**src/rtl/core/lcmw_pkg.sv**
```systemverilog
// Shared types and constants for the load-cell median weigher.
// No dependencies.
package lcmw_pkg;

    localparam int unsigned Window = 7;
    localparam int unsigned WinIdxW = $clog2(Window);
    localparam int unsigned WinCntW = $clog2(Window + 1);
    localparam int unsigned SampleW = 24;
    localparam int unsigned WeightW = 32;
    localparam int unsigned QuotW = 64;

    localparam logic [2:0] RegEnable = 3'd0;
    localparam logic [2:0] RegTare = 3'd1;
    localparam logic [2:0] RegSlope = 3'd2;
    localparam logic [2:0] RegVariance = 3'd3;
    localparam logic [2:0] RegLimit = 3'd4;

    typedef struct packed {
        logic                 start;
        logic signed [63:0]   num;
        logic signed [63:0]   den;
    } lcmw_div_req_t;

    typedef struct packed {
        logic                 done;
        logic signed [63:0]   quot;
    } lcmw_div_rsp_t;

endpackage

```
**src/rtl/core/load_cell_median_weigher_unit.sv**
```systemverilog
// Top level of the load-cell median weigher: sample window, median sequencer,
// conversion and change tracking. Depends on lcmw_pkg and lcmw_divider.
//
// Samples are stored as they arrive while enabled, one per cycle while the
// input is ready. When a batch of Window samples is complete, the median is
// found by a rank count that compares one pair of samples per cycle. The weight
// is then found with a divider of 64 iterations (StDivGo, StDiv), which is
// skipped when the slope is zero. Change tracking (StPost) and the load of the
// result register (StOut) follow. A completing sample therefore keeps the input
// from being ready until the result register is loaded, and longer while an
// earlier result still waits in the result register. Other samples are accepted
// without holding the input.
module load_cell_median_weigher_unit
    import lcmw_pkg::*;
(
    input  logic        aclk,
    input  logic        aresetn,
    input  logic        s_tvalid,
    output logic        s_tready,
    input  logic [23:0] s_tdata,   // sample
    output logic        m_tvalid,
    input  logic        m_tready,
    output logic [63:0] m_tdata,   // weight_grams, median_counts, weight_changing, slope_error
    input  logic        cfg_we,
    input  logic [2:0]  cfg_index,
    input  logic [31:0] cfg_data
);

    typedef enum logic [5:0] {
        StIdle  = 6'b000001,
        StRank  = 6'b000010,
        StDivGo = 6'b000100,
        StDiv   = 6'b001000,
        StPost  = 6'b010000,
        StOut   = 6'b100000
    } state_t;

    state_t state_reg, state_next;

    logic               en_reg;
    logic signed [23:0] tare_reg;
    logic signed [31:0] slope_reg;
    logic [15:0]        var_reg;
    logic [7:0]         lim_reg;

    logic signed [23:0] win_mem [Window];
    logic [WinCntW-1:0] bcnt_reg, bcnt_next;
    logic [WinIdxW-1:0] ia_reg, ia_next, ib_reg, ib_next;
    logic [WinCntW-1:0] lt_reg, lt_next, le_reg, le_next;
    logic signed [23:0] med_reg, med_next;
    logic signed [31:0] prev_reg, prev_next;
    logic [7:0]         ucnt_reg, ucnt_next;
    logic               flag_reg, flag_next;
    logic signed [31:0] w_reg, w_next;
    logic               err_reg, err_next;
    logic [63:0]        out_reg, out_next;
    logic               ov_reg, ov_next;

    lcmw_div_req_t div_req;
    lcmw_div_rsp_t div_rsp;

    logic signed [23:0] va, vb;
    logic               s_acc;
    logic signed [63:0] d64, qsat;
    logic signed [32:0] diff;
    logic [32:0]        adiff;
    logic               flag_t;

    lcmw_divider u_div (.aclk(aclk), .aresetn(aresetn), .req(div_req), .rsp(div_rsp));

    assign s_tready = (state_reg == StIdle);
    assign s_acc    = s_tvalid && s_tready;
    assign m_tvalid = ov_reg;
    assign m_tdata  = out_reg;

    always_ff @(posedge aclk) begin
        if (s_acc && en_reg) begin
            win_mem[bcnt_reg[WinIdxW-1:0]] <= s_tdata;
        end
    end

    assign va  = win_mem[ia_reg];
    assign vb  = win_mem[ib_reg];
    assign d64 = 64'(signed'({{40{med_reg[23]}}, med_reg}) - signed'({{40{tare_reg[23]}}, tare_reg}));

    always_comb begin
        div_req.start = (state_reg == StDivGo);
        div_req.num   = (d64 <<< 17) + 64'(slope_reg);
        div_req.den   = 64'(slope_reg) <<< 1;
    end

    always_comb begin
        state_next = state_reg;
        bcnt_next  = bcnt_reg;
        ia_next    = ia_reg;
        ib_next    = ib_reg;
        lt_next    = lt_reg;
        le_next    = le_reg;
        med_next   = med_reg;
        prev_next  = prev_reg;
        ucnt_next  = ucnt_reg;
        flag_next  = flag_reg;
        w_next     = w_reg;
        err_next   = err_reg;
        out_next   = out_reg;
        ov_next    = ov_reg && !m_tready;
        if (div_rsp.quot > 64'sd2147483647) begin
            qsat = 64'sd2147483647;
        end else if (div_rsp.quot < -64'sd2147483648) begin
            qsat = -64'sd2147483648;
        end else begin
            qsat = div_rsp.quot;
        end
        diff   = 33'(w_reg) - 33'(prev_reg);
        adiff  = diff[32] ? 33'(-diff) : diff;
        flag_t = flag_reg;
        unique case (state_reg)
            StIdle: begin
                if (s_acc && en_reg) begin
                    if (bcnt_reg == WinCntW'(Window - 1)) begin
                        bcnt_next  = '0;
                        ia_next    = '0;
                        ib_next    = '0;
                        lt_next    = '0;
                        le_next    = '0;
                        state_next = StRank;
                    end else begin
                        bcnt_next = bcnt_reg + 1'b1;
                    end
                end
            end
            StRank: begin
                if (vb < va) lt_next = lt_reg + 1'b1;
                if (vb <= va) le_next = le_reg + 1'b1;
                if (ib_reg == WinIdxW'(Window - 1)) begin
                    ib_next = '0;
                    lt_next = '0;
                    le_next = '0;
                    if (((vb < va) ? lt_reg + 1'b1 : lt_reg) <= WinCntW'(Window / 2) &&
                        ((vb <= va) ? le_reg + 1'b1 : le_reg) > WinCntW'(Window / 2)) begin
                        med_next = va;
                    end
                    if (ia_reg == WinIdxW'(Window - 1)) begin
                        state_next = StDivGo;
                    end else begin
                        ia_next = ia_reg + 1'b1;
                    end
                end else begin
                    ib_next = ib_reg + 1'b1;
                end
            end
            StDivGo: begin
                if (slope_reg == '0) begin
                    w_next     = prev_reg;
                    err_next   = 1'b1;
                    state_next = StPost;
                end else begin
                    err_next   = 1'b0;
                    state_next = StDiv;
                end
            end
            StDiv: begin
                if (div_rsp.done) begin
                    w_next     = qsat[31:0];
                    state_next = StPost;
                end
            end
            StPost: begin
                if (adiff > 33'(var_reg)) begin
                    flag_t    = 1'b1;
                    ucnt_next = 8'd1;
                    if (8'd0 > lim_reg) flag_t = 1'b0;
                end else begin
                    if (ucnt_reg > lim_reg) flag_t = 1'b0;
                    if (ucnt_reg != 8'hFF) ucnt_next = ucnt_reg + 8'd1;
                end
                flag_next  = flag_t;
                prev_next  = w_reg;
                state_next = StOut;
            end
            StOut: begin
                if (!ov_reg || m_tready) begin
                    out_next   = {6'd0, err_reg, flag_reg, med_reg, prev_reg};
                    ov_next    = 1'b1;
                    state_next = StIdle;
                end
            end
            default: state_next = StIdle;
        endcase
    end

    always_ff @(posedge aclk) begin
        if (!aresetn) begin
            state_reg <= StIdle;
            en_reg    <= 1'b1;
            tare_reg  <= '0;
            slope_reg <= 32'sd65536;
            var_reg   <= 16'd100;
            lim_reg   <= 8'd10;
            bcnt_reg  <= '0;
            prev_reg  <= '0;
            ucnt_reg  <= '0;
            flag_reg  <= 1'b0;
            ov_reg    <= 1'b0;
        end else begin
            state_reg <= state_next;
            bcnt_reg  <= bcnt_next;
            prev_reg  <= prev_next;
            ucnt_reg  <= ucnt_next;
            flag_reg  <= flag_next;
            ov_reg    <= ov_next;
            if (cfg_we) begin
                unique case (cfg_index)
                    RegEnable:   en_reg    <= cfg_data[0];
                    RegTare:     tare_reg  <= cfg_data[23:0];
                    RegSlope:    slope_reg <= cfg_data;
                    RegVariance: var_reg   <= cfg_data[15:0];
                    RegLimit:    lim_reg   <= cfg_data[7:0];
                    default:     ;
                endcase
            end
        end
        ia_reg  <= ia_next;
        ib_reg  <= ib_next;
        lt_reg  <= lt_next;
        le_reg  <= le_next;
        med_reg <= med_next;
        w_reg   <= w_next;
        err_reg <= err_next;
        out_reg <= out_next;
    end

endmodule

```
**src/rtl/core/lcmw_divider.sv**
```systemverilog
// Radix-2 restoring signed divider, one quotient bit per cycle, truncating.
// Depends on lcmw_pkg.
module lcmw_divider
    import lcmw_pkg::*;
(
    input  logic          aclk,
    input  logic          aresetn,
    input  lcmw_div_req_t req,
    output lcmw_div_rsp_t rsp
);

    logic [63:0] rem_reg, rem_next;
    logic [63:0] quo_reg, quo_next;
    logic [63:0] dvs_reg, dvs_next;
    logic        neg_reg, neg_next;
    logic [6:0]  cnt_reg, cnt_next;
    logic        busy_reg, busy_next;
    logic        done_reg, done_next;
    logic [64:0] trial;
    logic [63:0] shifted;

    always_comb begin
        rem_next  = rem_reg;
        quo_next  = quo_reg;
        dvs_next  = dvs_reg;
        neg_next  = neg_reg;
        cnt_next  = cnt_reg;
        busy_next = busy_reg;
        done_next = 1'b0;
        shifted   = {rem_reg[62:0], quo_reg[63]};
        trial     = {1'b0, shifted} - {1'b0, dvs_reg};
        if (req.start) begin
            quo_next  = req.num[63] ? 64'(-req.num) : req.num;
            dvs_next  = req.den[63] ? 64'(-req.den) : req.den;
            neg_next  = req.num[63] ^ req.den[63];
            rem_next  = '0;
            cnt_next  = '0;
            busy_next = 1'b1;
        end else if (busy_reg) begin
            if (!trial[64]) begin
                rem_next = trial[63:0];
                quo_next = {quo_reg[62:0], 1'b1};
            end else begin
                rem_next = shifted;
                quo_next = {quo_reg[62:0], 1'b0};
            end
            cnt_next = cnt_reg + 7'd1;
            if (cnt_reg == 7'd63) begin
                busy_next = 1'b0;
                done_next = 1'b1;
            end
        end
    end

    always_ff @(posedge aclk) begin
        if (!aresetn) begin
            busy_reg <= 1'b0;
            done_reg <= 1'b0;
            cnt_reg  <= '0;
        end else begin
            busy_reg <= busy_next;
            done_reg <= done_next;
            cnt_reg  <= cnt_next;
        end
        rem_reg <= rem_next;
        quo_reg <= quo_next;
        dvs_reg <= dvs_next;
        neg_reg <= neg_next;
    end

    assign rsp.done = done_reg;
    assign rsp.quot = neg_reg ? 64'(-quo_reg) : quo_reg;

endmodule

```
**config.mk**
```make
export PLATFORM = sky130hd
export DESIGN_NAME = load_cell_median_weigher_unit
export DESIGN_NICKNAME = d
export VERILOG_FILES = /design/src/rtl/core/lcmw_pkg.sv /design/src/rtl/core/load_cell_median_weigher_unit.sv /design/src/rtl/core/lcmw_divider.sv
export SDC_FILE = /design/constraint.sdc
export NUM_CORES = 2
export LEC_CHECK = 0
export ABC_AREA = 1
export ABC_CLOCK_PERIOD_IN_PS = 5900
export BUFFER_PORTS_ARGS = -buffer_cell sky130_fd_sc_hd__buf_2
export CORE_ASPECT_RATIO = 1.2
export CORE_MARGIN = 5
export CORE_UTILIZATION = 50
export CTS_CLUSTER_SIZE = 25
export DETAILED_ROUTE_END_ITERATION = 10
export PLACE_DENSITY = 0.66
export SYNTH_ARGS = -nofsm -noshare
export SYNTH_HDL_FRONTEND = slang
export SYNTH_SLANG_ARGS = --single-unit
```
**constraint.sdc**
```tcl
create_clock -name aclk -period 5.9 [get_ports aclk]
set_clock_uncertainty 0.05 [all_clocks]
set_input_delay 0 -clock aclk [delete_from_list [all_inputs] [get_ports aclk]]
set_output_delay 0 -clock aclk [all_outputs]
set_load 0.05 [all_outputs]
```
* Yosys cells after proc, flatten, opt, wreduce, memory -nomap -nowiden *
Memories as Yosys holds them, arrays and structs flattened. A register that Yosys moved wholly into a read port is not among the register bits.
Cells that the tools add are included.

operators by class
  $add $sub $neg = 15
  order comparisons = 9
  eq/ne operators = 23
  mux-type cells = 51
  bitwise gates (word level) = 3
  reduce and logical (&&, ||, !) cells = 30

operators by type and width
  operator                                                                 count
  64-bit two-way mux                                                       4
  32-bit two-way mux                                                       5
  64-bit by 64-bit subtractor with 65-bit output                           1
  64-bit by 32-bit > comparator with 1-bit output (second input constant)  1
  64-bit by 32-bit < comparator with 1-bit output (second input constant)  1
  33-bit negation with 64-bit output                                       1
  43-bit negation with 64-bit output                                       1
  64-bit negation                                                          1
  32-bit one-hot mux with 2 select lines                                   1
  63-bit two-way mux                                                       1
  42-bit by 32-bit adder with 43-bit output                                1
  3-bit two-way mux                                                        12
  6-bit two-way mux                                                        6
  6-bit one-hot mux with 6 select lines                                    1
  33-bit by 16-bit > comparator with 1-bit output                          1
  33-bit two-way mux                                                       1
  33-bit negation                                                          1
  32-bit by 32-bit subtractor with 33-bit output                           1
  32-bit zero test                                                         1
  24-bit by 24-bit subtractor with 25-bit output                           1
  24-bit <= comparator                                                     1
  24-bit < comparator                                                      1
  3-bit one-hot mux with 2 select lines                                    4
  2-bit AND reduction                                                      9
  other kinds (35)                                                         73

storage, ports and cells
  register bits = 460
  RAM bits = 168
  input bits = 64
  output and inout bits = 66
  memories = 1

memories
  name     depth  width  read ports  clocked after memory_dff  write ports  line                                 RTL
  win_mem  7      24     2           2                         1            load_cell_median_weigher_unit.sv:46  logic signed [23:0] win_mem [Window];

* Longest topological paths before layout *
  depth after elaboration = 7
  mapped depth = 43
  gate-level depth less buffers = 42

* Hierarchy *
From an unflattened synthesis, not the netlist that was laid out.

second synthesis, totals
  cell total of the unflattened synthesis = 6429
  area, all modules = 44998.2 µm²

modules (own cells, without submodules)
  module                         instances  cells an instance  area each (µm²)  seq. area each (µm²)
  load_cell_median_weigher_unit  1          2993               24634.9          11621.1
  lcmw_divider                   1          3436               20363.3          5315.1

* Least setup slack after synthesis *
Ideal clock, no wire load.

  path kind = flip-flop to flip-flop
  from = register state_reg[3]
  to = memory win_mem[1][0], enable pin
  library setup time = 0.435 ns
  data arrival time = 4.793 ns
  required time = 5.415 ns
  setup slack = 0.622 ns
  stages on the path, launching flop included = 10
  buffers on the path = 0
  period minus slack after synthesis = 5.278 ns
  cells stage by stage = dfxtp_1 nor2_1 inv_1 nor4_1 inv_1 nor2_1 inv_1 nor2_1 inv_1 nor3_1

on the way
  longest elaborated chain between the ends = 5

RTL lines
  item                                            line                                  RTL
  start: declaration                              load_cell_median_weigher_unit.sv:38   state_t state_reg, state_next;
  start signal: assignment                        load_cell_median_weigher_unit.sv:194  state_reg <= StIdle;
  start signal: assignment                        load_cell_median_weigher_unit.sv:206  state_reg <= state_next;
  6-bit by 1-bit equality test with 1-bit output  load_cell_median_weigher_unit.sv:71   assign s_tready = (state_reg == StIdle);
  via s_tready                                    load_cell_median_weigher_unit.sv:19   output logic s_tready,
  1-bit logical AND                               load_cell_median_weigher_unit.sv:72   assign s_acc = s_tvalid && s_tready;
  1-bit logical AND                               load_cell_median_weigher_unit.sv:77   if (s_acc && en_reg) begin
  1-bit two-way mux                               load_cell_median_weigher_unit.sv:77
  1-bit two-way mux (implied by the code)         load_cell_median_weigher_unit.sv:78   win_mem[bcnt_reg[WinIdxW-1:0]] <= s_tdata;
  end: declaration                                load_cell_median_weigher_unit.sv:46

The timed path passes the listed nets, and every way through them passes these cells.

* Final worst setup path *
  from = register med_reg[0]
  to = register u_div.quo_reg[35], data pin

on the way
  longest elaborated chain between the ends = 5

RTL lines
  item                                                line                                  RTL
  start: declaration                                  load_cell_median_weigher_unit.sv:50   logic signed [23:0] med_reg, med_next;
  start signal: assignment                            load_cell_median_weigher_unit.sv:227  med_reg <= med_next;
  24-bit by 24-bit subtractor with 25-bit output (*)  load_cell_median_weigher_unit.sv:84   assign d64 = 64'(signed'({{40{med_reg[23]}}, med_reg}) - signed'({{40{tare_reg[23]}}, tare_reg}));
  42-bit by 32-bit adder with 43-bit output (*)       load_cell_median_weigher_unit.sv:88   div_req.num = (d64 <<< 17) + 64'(slope_reg);
  43-bit negation with 64-bit output                  lcmw_divider.sv:33                    quo_next = req.num[63] ? 64'(-req.num) : req.num;
  64-bit two-way mux (*)                              lcmw_divider.sv:33
  64-bit two-way mux (*)                              lcmw_divider.sv:32                    if (req.start) begin
  via u_div.quo_next[35]                              lcmw_divider.sv:13                    logic [63:0] quo_reg, quo_next;
  end signal: assignment                              lcmw_divider.sv:66                    quo_reg <= quo_next;
  end: declaration                                    lcmw_divider.sv:13

Mark *: on every way through the listed nets, which the timed path passes. The rest lies on a longest branch.
A chain may end at the register's enable or synchronous reset.

==> flow_summary.ini <==
[cts]
clkSinkCount = 633
cts_buffers = 69
cts_tree = yes
path_clk_slew_ps = 60
h-tree-depth = 3
clkLatencyLatePin_ps = 630
root_buffer = clkbuf_16
cts_setup_buffers = 0
clk_path_buf_depth = 3

[die]
num_io_pins = 130
die_h_um = 321
core-area_um2 = 80300
num_rows = 114
fp.dieArea_um2 = 86600
start_util_pct = 50.3
die_x_um = 269

[global_routing]
antenna_found_initial = 5
first_global_vias = 34226
overflow = 0
grt_max_degree = 96
grt_use_total_pct = 26.5
grt_pass1_wl_um = 185000

[detailed_routing]
dr.pass1.iters = 5
vias_per_cell = 5.45
route.vias.total = 35563
drtIter0Drc = 2975
ant_nets = 0
drt_wl_total_um = 118000
avgRoutedWirePerCell_um = 18.1
post-route-drc-count = 0

[power_and_ir_drop]
p_sw_mw = 3.96
power_frac_clock_pct = 35.5
seqPwrFrac_pct = 41.1
p_leak_nw = 20.3
vdd.ir_drop.worst_mv = 0.308
p_per_area_nw_per_um2 = 274
swShare_pct = 31.9
p_int_mw = 8.44
share_comb_of_total_power_pct = 23.4
power_mw = 12.4

[yosys]
ys.flop_type = edfxtp_1
synth_cell_types = 71
synth.cell_area_um2 = 40400
syn_inst = 5230
synth_edf_count = 423
yosys_warnings = 0
syn_area_per_cell_um2 = 7.72
async_reset_ff_share_pct = 0
yosysSeqAreaShare_pct = 41.9
ys_seq_elements = 633

[critical_path]
crit_slowest_cell = fa_1
slowest_delay_ps = 400
critPathRequiredTime_ps = 6220
worst_setup_path_start_kind = register
arrival_ps = 5520
critPathCaptureType = register
cp_max_fo = 20
path_class = register to register

[worst_hold_path]
hold_path.class = input port to register

[sta]
hold_slack_ps = 114
rsz0062_at_grt = false
fmax_mhz = 192
final-setup-viol-count = 0
drv_slew = 0
setup_tns_ps = 0
min_period_over_period_pct = 88.1
period_minus_slack_ps = 5200
final_hold_viol_count = 0
worst_pin_slew_ps = 1100
relSlewSlack_pct = 25.7

[flow_run]
drv_cap = 0

[placed_design]
io_buffers = 123
hpwl_um = 87700
gp_congestion = 0.948

[final_layout]
largest_reg_flops = 168
drive_above_1_share_pct = 8.38
area_growth_pct = 12.1
nNetsFinal = 5689

[outcome]
status = completed
cell usage after synthesis, types with 60 or more instances:
master / instances / share of area (%)
a21oi_1: 355 / 4.4
clkbuf_1: 129 / 1.2
dfxtp_1: 210 / 10
edfxtp_1: 423 / 31
ha_1: 202 / 6.3
inv_1: 731 / 6.8
nand2_1: 1149 / 11
nand3_1: 207 / 2.6
nand4_1: 60 / 0.93
nor2_1: 515 / 4.8
o21ai_0: 498 / 6.2
xor2_1: 162 / 3.5
metrics by stage:
stage	cells	util [%]	area [um2]	worst slack [ps]
final	6523	56.4	45300	699
after global routing	6522	56.4	45300	99.5
after CTS	6521	56.4	45300	600
after detailed placement	6326	52.7	42300	630
after global placement	6326	52.7	42300	678
after floorplan	5266	-	40500	622
layer usage:
metal	share of wire, %	wire (um)	track usage (%)
met1	42	50300	33.3
met2	48	56400	46.3
met3	5.2	6190	2.86
met4	4.5	5350	11.8
met5	0.0059	7	0
critical path, delay by kind of cell, from the launching register on:
kind                       cells  cell delay (ps)
xor gates and xnor gates       1              150
AOI/OAI and AO/OA             11             1860
buffers and inverters          2              330
and+or+nand+nor               13             1330
DFF                            1              360
adders and majority gates      3              900
layout make-up:
class | instances | area (um2)
Fill cell | 7594 | 35000
Multi-Input combinational cell | 3711 | 20100
Sequential cell | 633 | 16900
Inverter | 753 | 2830
Clock buffer | 102 | 1910
Timing Repair Buffer | 252 | 1830
Tap cell | 1044 | 1310
Clock inverter | 26 | 359
Antenna cell | 2 | 5.00
worst paths after layout:
check        slack, ps  depth (start not counted)                end         from
min reg2reg        370                          0        m_tdata[57]      err_reg
max                700                         30  u_div.quo_reg[35]   med_reg[0]
min                110                          2     win_mem[5][18]  s_tdata[18]
max reg2reg        700                         30  u_div.quo_reg[35]   med_reg[0]
layout by cell type (no fill, tap or decap), types with 7 or more instances in the layout:
| master | instances |
|---|---|
| o21ai_1 | 12 |
| a21o_1 | 11 |
| nor2_1 | 511 |
| a21boi_2 | 30 |
| nor3_1 | 41 |
| a21oi_1 | 354 |
| inv_1 | 731 |
| nand2_2 | 24 |
| a211oi_1 | 8 |
| nor3_2 | 16 |
| edfxtp_1 | 423 |
| nand3b_1 | 12 |
| a31oi_1 | 43 |
| nand2_1 | 1147 |
| ha_1 | 202 |
| dlygate4sd3_1 | 67 |
| clkinv_2 | 8 |
| inv_2 | 17 |
| o21bai_1 | 20 |
| xnor2_1 | 48 |
| nand3_1 | 205 |
| clkbuf_1 | 28 |
| clkbuf_16 | 70 |
| xor2_1 | 162 |
| nor2_2 | 24 |
| o22ai_1 | 49 |
| nor4_1 | 23 |
| buf_4 | 57 |
| o21ai_0 | 497 |
| o211ai_1 | 58 |
| nand4_1 | 60 |
| nand3_2 | 16 |
| o21a_1 | 12 |
| buf_2 | 122 |
| conb_1 | 37 |
| clkinv_1 | 7 |
| nor2_4 | 13 |
| dfxtp_1 | 208 |
| or2_2 | 8 |
kinds of logic after synthesis:
family / share of synthesized area, %
adders and majority gates: 6.41
buffers and inverters: 8.81
xor gates and xnor gates: 4.59
AOI/OAI and AO/OA: 15.8
DFF: 41.9
other: 0.00928
and+or+nand+nor: 22.5
power by group through the flow:
stage | clock (mW) | combinational, mW | sequential [mW]
2_1_floorplan | 0 | 1.77 | 5.25
3_3_place_gp | 0 | 2.79 | 5.18
3_5_place_dp | 0 | 2.83 | 5.18
4_1_cts | 4.49 | 2.88 | 5.09
5_1_grt | 4.67 | 3.21 | 5.11
6_report | 4.40 | 2.90 | 5.09
what timing repair did:
action / CTS / global route
gates resized for setup: 0 / 1
endpoints found under the setup margin: 0 / 1
endpoints found under the hold margin: 281 / 0
hold buffers: 67 / 0
No activity file was read; power rests on OpenSTA's default activity.
